[config.mk]
export PLATFORM = sky130hd
export DESIGN_NAME = bmpu_out_fifo
export DESIGN_NICKNAME = d
export VERILOG_FILES = /design/src/rtl/bmp_row_pixel_unpacker_defines.svh /design/src/rtl/bmpu_pkg.sv /design/src/rtl/bmpu_out_fifo.sv
export SDC_FILE = /design/constraint.sdc
export NUM_CORES = 1
export LEC_CHECK = 0
export BUFFER_PORTS_ARGS = -buffer_cell sky130_fd_sc_hd__buf_4
export CAP_MARGIN = 20
export CORE_ASPECT_RATIO = 1.25
export CORE_MARGIN = 2
export CORE_UTILIZATION = 60
export CTS_CLUSTER_SIZE = 12
export DETAILED_ROUTE_END_ITERATION = 8
export GPL_ROUTABILITY_DRIVEN = 0
export MAX_ROUTING_LAYER = met4
export PLACE_DENSITY_LB_ADDON = 0.05
export SKIP_LAST_GASP = 1
export SLEW_MARGIN = 15
export SYNTH_ARGS = -nofsm -noshare
export SYNTH_HDL_FRONTEND = slang
export SYNTH_SLANG_ARGS = --single-unit
[constraint.sdc]
create_clock -name clk -period 4.8 [get_ports clk]
set_input_delay 0.24 -clock clk [delete_from_list [all_inputs] [get_ports clk]]
set_output_delay 0.24 -clock clk [all_outputs]
set_load 0.05 [all_outputs]
[src/rtl/bmp_row_pixel_unpacker_defines.svh]
// Assertion macros for the BMP row pixel unpacker.
// Used by the top level only; expects clk and rst_n in scope.
`ifndef BMP_ROW_PIXEL_UNPACKER_DEFINES_SVH
`define BMP_ROW_PIXEL_UNPACKER_DEFINES_SVH

// Condition holds at every clock edge outside reset
`define BMPU_ASSERT_ALWAYS(name, cond, msg) \
    name: assert property (@(posedge clk) disable iff (!rst_n) (cond)) \
        else $error(msg);

// Antecedent implies consequent in the same cycle
`define BMPU_ASSERT_IMPLY(name, ante, cons, msg) \
    name: assert property (@(posedge clk) disable iff (!rst_n) (ante) |-> (cons)) \
        else $error(msg);

// Antecedent implies consequent in the next cycle
`define BMPU_ASSERT_NEXT(name, ante, cons, msg) \
    name: assert property (@(posedge clk) disable iff (!rst_n) (ante) |=> (cons)) \
        else $error(msg);

`endif

[src/rtl/bmpu_pkg.sv]
// Shared types, constants and lookup functions for the BMP row pixel unpacker.
// No dependencies; imported by the top level and the output queue.
package bmpu_pkg;

    // Sizing
    localparam int MAX_ROW_PIXELS  = 4096;
    localparam int PIX_W           = $clog2(MAX_ROW_PIXELS + 1);
    localparam int ROWB_W          = PIX_W + 2;
    localparam int PROD_W          = PIX_W + 6;
    localparam int PALETTE_ENTRIES = 256;
    localparam int PAL_AW          = $clog2(PALETTE_ENTRIES);
    localparam int COLOR_W         = 24;
    localparam int CFG_DATA_W      = 13;
    localparam int CFG_IDX_W       = 1;
    localparam int OUT_FIFO_DEPTH  = 4;
    localparam int OFF_AW          = $clog2(OUT_FIFO_DEPTH);
    localparam int OFF_CW          = $clog2(OUT_FIFO_DEPTH + 1);

    // Item kinds
    localparam logic KIND_PALETTE = 1'b0;
    localparam logic KIND_DATA    = 1'b1;

    // Configuration register indexes
    localparam logic [CFG_IDX_W-1:0] REG_DEPTH = 1'b0;
    localparam logic [CFG_IDX_W-1:0] REG_WIDTH = 1'b1;

    // Depth codes (code seven behaves as 32 bpp)
    localparam logic [2:0] DEPTH_1BPP  = 3'd0;
    localparam logic [2:0] DEPTH_2BPP  = 3'd1;
    localparam logic [2:0] DEPTH_4BPP  = 3'd2;
    localparam logic [2:0] DEPTH_8BPP  = 3'd3;
    localparam logic [2:0] DEPTH_16BPP = 3'd4;
    localparam logic [2:0] DEPTH_24BPP = 3'd5;
    localparam logic [2:0] DEPTH_32BPP = 3'd6;

    localparam logic [2:0]  DEPTH_RESET  = DEPTH_24BPP;
    localparam logic [7:0]  ALPHA_OPAQUE = 8'hFF;

    // One decoded pixel as it sits in the output queue
    typedef struct packed {
        logic [7:0] red;
        logic [7:0] green;
        logic [7:0] blue;
        logic       row_end;
    } pixel_t;

    // 5-bit to 8-bit channel widening
    function automatic logic [7:0] ramp5(input logic [4:0] v);
        logic [7:0] r;
        unique case (v)
            5'd0:  r = 8'd0;
            5'd1:  r = 8'd8;
            5'd2:  r = 8'd16;
            5'd3:  r = 8'd25;
            5'd4:  r = 8'd33;
            5'd5:  r = 8'd41;
            5'd6:  r = 8'd49;
            5'd7:  r = 8'd58;
            5'd8:  r = 8'd66;
            5'd9:  r = 8'd74;
            5'd10: r = 8'd82;
            5'd11: r = 8'd90;
            5'd12: r = 8'd99;
            5'd13: r = 8'd107;
            5'd14: r = 8'd115;
            5'd15: r = 8'd123;
            5'd16: r = 8'd132;
            5'd17: r = 8'd140;
            5'd18: r = 8'd148;
            5'd19: r = 8'd156;
            5'd20: r = 8'd165;
            5'd21: r = 8'd173;
            5'd22: r = 8'd181;
            5'd23: r = 8'd189;
            5'd24: r = 8'd197;
            5'd25: r = 8'd206;
            5'd26: r = 8'd214;
            5'd27: r = 8'd222;
            5'd28: r = 8'd230;
            5'd29: r = 8'd239;
            5'd30: r = 8'd247;
            5'd31: r = 8'd255;
        endcase
        return r;
    endfunction

endpackage

[src/rtl/bmpu_out_fifo.sv]
// Small output queue of decoded pixels that decouples the result channel.
// Depends on bmpu_pkg (pixel_t, OUT_FIFO_DEPTH).
module bmpu_out_fifo (
    input  logic                    clk,
    input  logic                    rst_n,
    input  logic                    push,
    input  bmpu_pkg::pixel_t        push_data,
    output logic                    out_valid,
    input  logic                    out_stall,
    output bmpu_pkg::pixel_t        out_data,
    output logic [bmpu_pkg::OFF_CW-1:0] count
);
    import bmpu_pkg::*;

    pixel_t            mem_reg [OUT_FIFO_DEPTH];
    logic [OFF_AW-1:0] wr_ptr_reg;
    logic [OFF_AW-1:0] rd_ptr_reg;
    logic [OFF_CW-1:0] count_reg;
    logic              pop;

    assign pop       = out_valid && !out_stall;
    assign out_valid = (count_reg != '0);
    assign out_data  = mem_reg[rd_ptr_reg];
    assign count     = count_reg;

    // Storage; no reset on payload
    always_ff @(posedge clk)
    begin
        if (push)
        begin
            mem_reg[wr_ptr_reg] <= push_data;
        end
    end

    // Pointers and fill level
    always_ff @(posedge clk or negedge rst_n)
    begin
        if (!rst_n)
        begin
            wr_ptr_reg <= '0;
            rd_ptr_reg <= '0;
            count_reg  <= '0;
        end
        else
        begin
            if (push)
            begin
                wr_ptr_reg <= wr_ptr_reg + 1'b1;
            end
            if (pop)
            begin
                rd_ptr_reg <= rd_ptr_reg + 1'b1;
            end
            if (push && !pop)
            begin
                count_reg <= count_reg + 1'b1;
            end
            else if (pop && !push)
            begin
                count_reg <= count_reg - 1'b1;
            end
        end
    end

endmodule

Word-level counts from Yosys, hierarchy flattened
Memories as Yosys holds them, arrays and structs flattened.
Cells that the tools add are included.
{"block": "op_classes", "n_mux": 4, "addsub": 4, "n_eq_ne": 0, "div": 0, "n_bitwise": 0, "magnitude_cmp": 0, "shifts": 0, "multipliers": 0, "n_reduce_logical": 8}
{"operator": "$mux 3", "n": 2}
{"operator": "$add 2x1->2 const B", "n": 2}
{"operator": "$add 3x1->3 const B", "n": 1}
{"operator": "$logic_and 1x1->1", "n": 3}
{"operator": "$logic_not 1->1", "n": 3}
{"operator": "$reduce_bool 3->1", "n": 1}
{"operator": "$sub 3x1->3 const B", "n": 1}
{"operator": "$mux 1", "n": 2}
{"operator": "$reduce_bool 2->1", "n": 1}
{"block": "word_totals", "ramBits": 100, "ff_bits": 7, "mem_count": 1, "out_inout_bits": 29, "latchBits": 0, "romBits": 0, "elab_cells": 20}
{"name": "mem_reg", "depth": 4, "word_bits": 25, "rd": 1, "rd_ports_with_merged_regs": 0, "write_ports": 1, "line_no": "bmpu_out_fifo.sv:15", "text": "pixel_t mem_reg [OUT_FIFO_DEPTH];"}

Logic depth before layout (Yosys ltp)
{"block": "depth", "ltp_word": 5, "ltp_mapped": 8, "mapped_depth_nobuf": 8}

Worst setup path before layout
OpenSTA, ideal clock, no wires.
{"block": "synth_path", "kind": "register to register", "start": "register count_reg[0], in the netlist count[0]", "end": "register count_reg[1], in the netlist count[1]", "t_arrival_ns": 2.059, "path_stages_with_launch": 7, "setup_slack_ns": 2.617, "n_path_buf": 0, "path_cell_list": "dfrtp_1 > nor3_1 > or2_2 > ha_1 > inv_1 > fa_1 > mux2_2"}
{"block": "synth_via", "elab_chain_len": 5, "word_cells_on_any_way": 10}
{"item": "from (decl)", "line_no": "bmpu_out_fifo.sv:18", "text": "logic [OFF_CW-1:0] count_reg;"}
{"item": "from (signal assigned)", "line_no": "bmpu_out_fifo.sv:56", "text": "count_reg <= count_reg + 1'b1;"}
{"item": "from (signal assigned)", "line_no": "bmpu_out_fifo.sv:60", "text": "count_reg <= count_reg - 1'b1;"}
{"item": "parallel branches: the longest is 5 deep, another holds $sub 3x1->3"}
Several ways; the timed one is not identified. The select of a mux whose other input is x is not followed.
A chain may end at the register's enable or synchronous reset.

==> impl_metrics.env <==
export IMPL_max_slew_worst_pin_slew_ps=857.1
export IMPL_grt_max_degree=28
export IMPL_root_buffer="clkbuf_8"
export IMPL_yosysTopAreaCell="edfxtp_1"
export IMPL_wire_per_inst_um=19.98
export IMPL_dp_hpwl_um=4262
export IMPL_final_setup_tns_ps=0
export IMPL_worstPathCellList="mux4_1 > buf_4"
export IMPL_cts_tree="yes"
export IMPL_cp_slowest_cell="dfrtp_2"
export IMPL_rows=33
export IMPL_max_freq_ghz=0.4129
export IMPL_rsz0062_at_grt="no"
export IMPL_skew_ps=10.34
export IMPL_cts_setup_buffers=0
export IMPL_syn_area_per_cell_um2=24.55
export IMPL_cp_start_kind="flop"
export IMPL_routed_via_density=5.679
export IMPL_drive_gt1_frac=0.4008
export IMPL_synth_seq_cells=107
export IMPL_numCtsBuffers=9
export IMPL_critPathRequiredTime_ps=4560
export IMPL_ff2ff_setup_slack_ps=2640
export IMPL_nFillCells=417
export IMPL_r2r_cells=8
export IMPL_synth_edf_count=100
export IMPL_setup_viol=0
export IMPL_drv_cap=0
export IMPL_drtIter0Drc=86
export IMPL_critPathBufInv=1
export IMPL_min_period_over_period=0.5046
export IMPL_worstSkewPairLatency_ps=350
export IMPL_drv_slew=0
export IMPL_crit_type="reg2out"
export IMPL_antenna_found_initial=0
export IMPL_yosys_top_cells_area="edfxtp_1 (74%), mux4_2 (10%), mux4_1 (4.5%)"
export IMPL_cp_max_fo=27
export IMPL_power_density_nw_per_um2=674.2
export IMPL_vias=1840
export IMPL_grt_pass1_wl_um=10150
export IMPL_max_stage_delay_ps=940
export IMPL_grt_overflow=0
export IMPL_layout_commonest_cell="edfxtp_1"
export IMPL_leakage_uw=0.001684
export IMPL_slew_headroom=0.4286
export IMPL_synthCells=165
export IMPL_yosysSeqAreaShare=0.7844
export IMPL_whs_endpoint="mem_reg[3][13]"
export IMPL_ys_types=20
export IMPL_largest_reg_flops=100
export IMPL_yosysTopAreaCellShare=0.7412
export IMPL_layout_common_cells="edfxtp_1 (100), buf_4 (61), mux4_2 (18)"
export IMPL_drt_wl_total_um=6474
export IMPL_drc=0
export IMPL_ys_flop_type="edfxtp_1"
export IMPL_synth_fp_nets=200
export IMPL_die_x_um=77.50
export IMPL_r2r_end="count[2]"
export IMPL_cp_startpoint="rd_ptr_reg[0]"
export IMPL_regArea_um2=3181
export IMPL_path_clk_slew_ps=90
export IMPL_path_delay_family="flip-flops"
export IMPL_crit_arrival_ps=2180
export IMPL_antenna_cells=0
export IMPL_drt_pre_antenna_iters=4
export IMPL_core_um2=6565
export IMPL_regToRegStartpoint="count[0]"
export IMPL_fin_crit_ps=2422
export IMPL_first_global_vias=1971
export IMPL_cts_max_level=3
export IMPL_cts_buffer_depth=2
export IMPL_start_util=0.6171
export IMPL_ioPinCount=58
export IMPL_multiInputGateArea_um2=792.0
export IMPL_worstHoldStart="push_data[13]"
export IMPL_area_delta_synth_final_pct=17.23
export IMPL_setup_worst_path_end_class="output port"
export IMPL_hold_worst_slack_ps=82.59
export IMPL_yosysWarnings=0
export IMPL_synthesis_area_um2=4051
export IMPL_die_h_um=95.87
export IMPL_dieArea_um2=7429
export IMPL_min_path_type="in2reg"
export IMPL_final_nets=267
export IMPL_cts_sink_count=107
export IMPL_antenna_left=0
export IMPL_io_buffer_count=57
export IMPL_hold_viol=0
export IMPL_hold_depth=1
export IMPL_peakVddDrop_uv=477.9
export IMPL_async_reset_ff_frac=0.06542
export IMPL_grt_usage=0.1973
export IMPL_outcome="finished clean"
-- power breakdown --
group	internal [µW]	switching (µW)
sequential	1230	167
combinational	481	817
clock	239	271
total	1950	1260
-- worst max-delay path by stage --
stage                         to  slack (ps)  cells past startpoint
floorplan               count[1]        2620                      6
global placement    out_data[21]        2770                      2
detailed placement      count[2]        2660                      8
CTS                 out_data[21]        2330                      2
global route        out_data[24]        2200                      2
finish              out_data[16]        2380                      2
-- cells by family after synthesis --
logic type / Yosys count / synth area share
and+or+nand+nor: 9 / 0.01266
AOI/OAI and AO/OA: 1 / 0.001234
xor gates and xnor gates: 6 / 0.01297
adders and majority gates: 6 / 0.02038
DFF: 107 / 0.7844
muxes: 26 / 0.1482
buffers and inverters: 10 / 0.02007
-- cell type report --
type | count | area share
clock inverter | 5 | 0.01133
inverter | 4 | 0.003161
tap | 87 | 0.02292
multi-input combinational | 48 | 0.1668
timing repair buffer | 62 | 0.09852
sequential | 107 | 0.6697
clock buffer | 11 | 0.02766
-- Yosys cell counts, types with 2 or more instances --
master	count
xor2_1	4
xnor2_1	2
dfrtp_1	7
ha_1	5
and2_1	4
edfxtp_1	100
inv_1	4
mux4_1	7
mux4_2	18
buf_12	2
buf_2	3
-- worst reg2reg max path, stage by stage (launching register included) --
cell     delay, ps
dfrtp_1        450
nor3_1         350
or2_2          200
ha_1           190
inv_1           70
fa_1           400
xor2_1         170
nor2_1         110
xor2_1         150
-- routing by layer --
| layer | track usage | vias up | share of wire |
|---|---|---|---|
| li1 | - | 814 | - |
| met1 | 0.2256 | 953 | 0.39 |
| met2 | 0.3355 | 60 | 0.54 |
| met3 | 0.04784 | 13 | 0.043 |
| met4 | 0.08929 | 0 | 0.021 |
| met5 | - | - | 0 |
-- metrics by stage --
| step | worst slack, ps | std cells | util | cell area [µm²] | total power [µW] |
|---|---|---|---|---|---|
| final | 2378 | 324 | 0.7235 | 4750 | 3202 |
| after global routing | 2198 | 324 | 0.7235 | 4750 | 3344 |
| after CTS | 2327 | 324 | 0.7233 | 4748 | 3238 |
| after detailed placement | 2662 | 307 | 0.6935 | 4553 | 2730 |
| after global placement | 2766 | 307 | 0.6935 | 4553 | 2683 |
| after floorplan | 2617 | 165 | - | 4051 | 2376 |
-- timing repair --
item,4_1_cts,5_1_grt
hold buffers,1,0
hold endpoints to repair,7,0
gates resized for setup,0,0
Power figures use the tool's default switching activity.
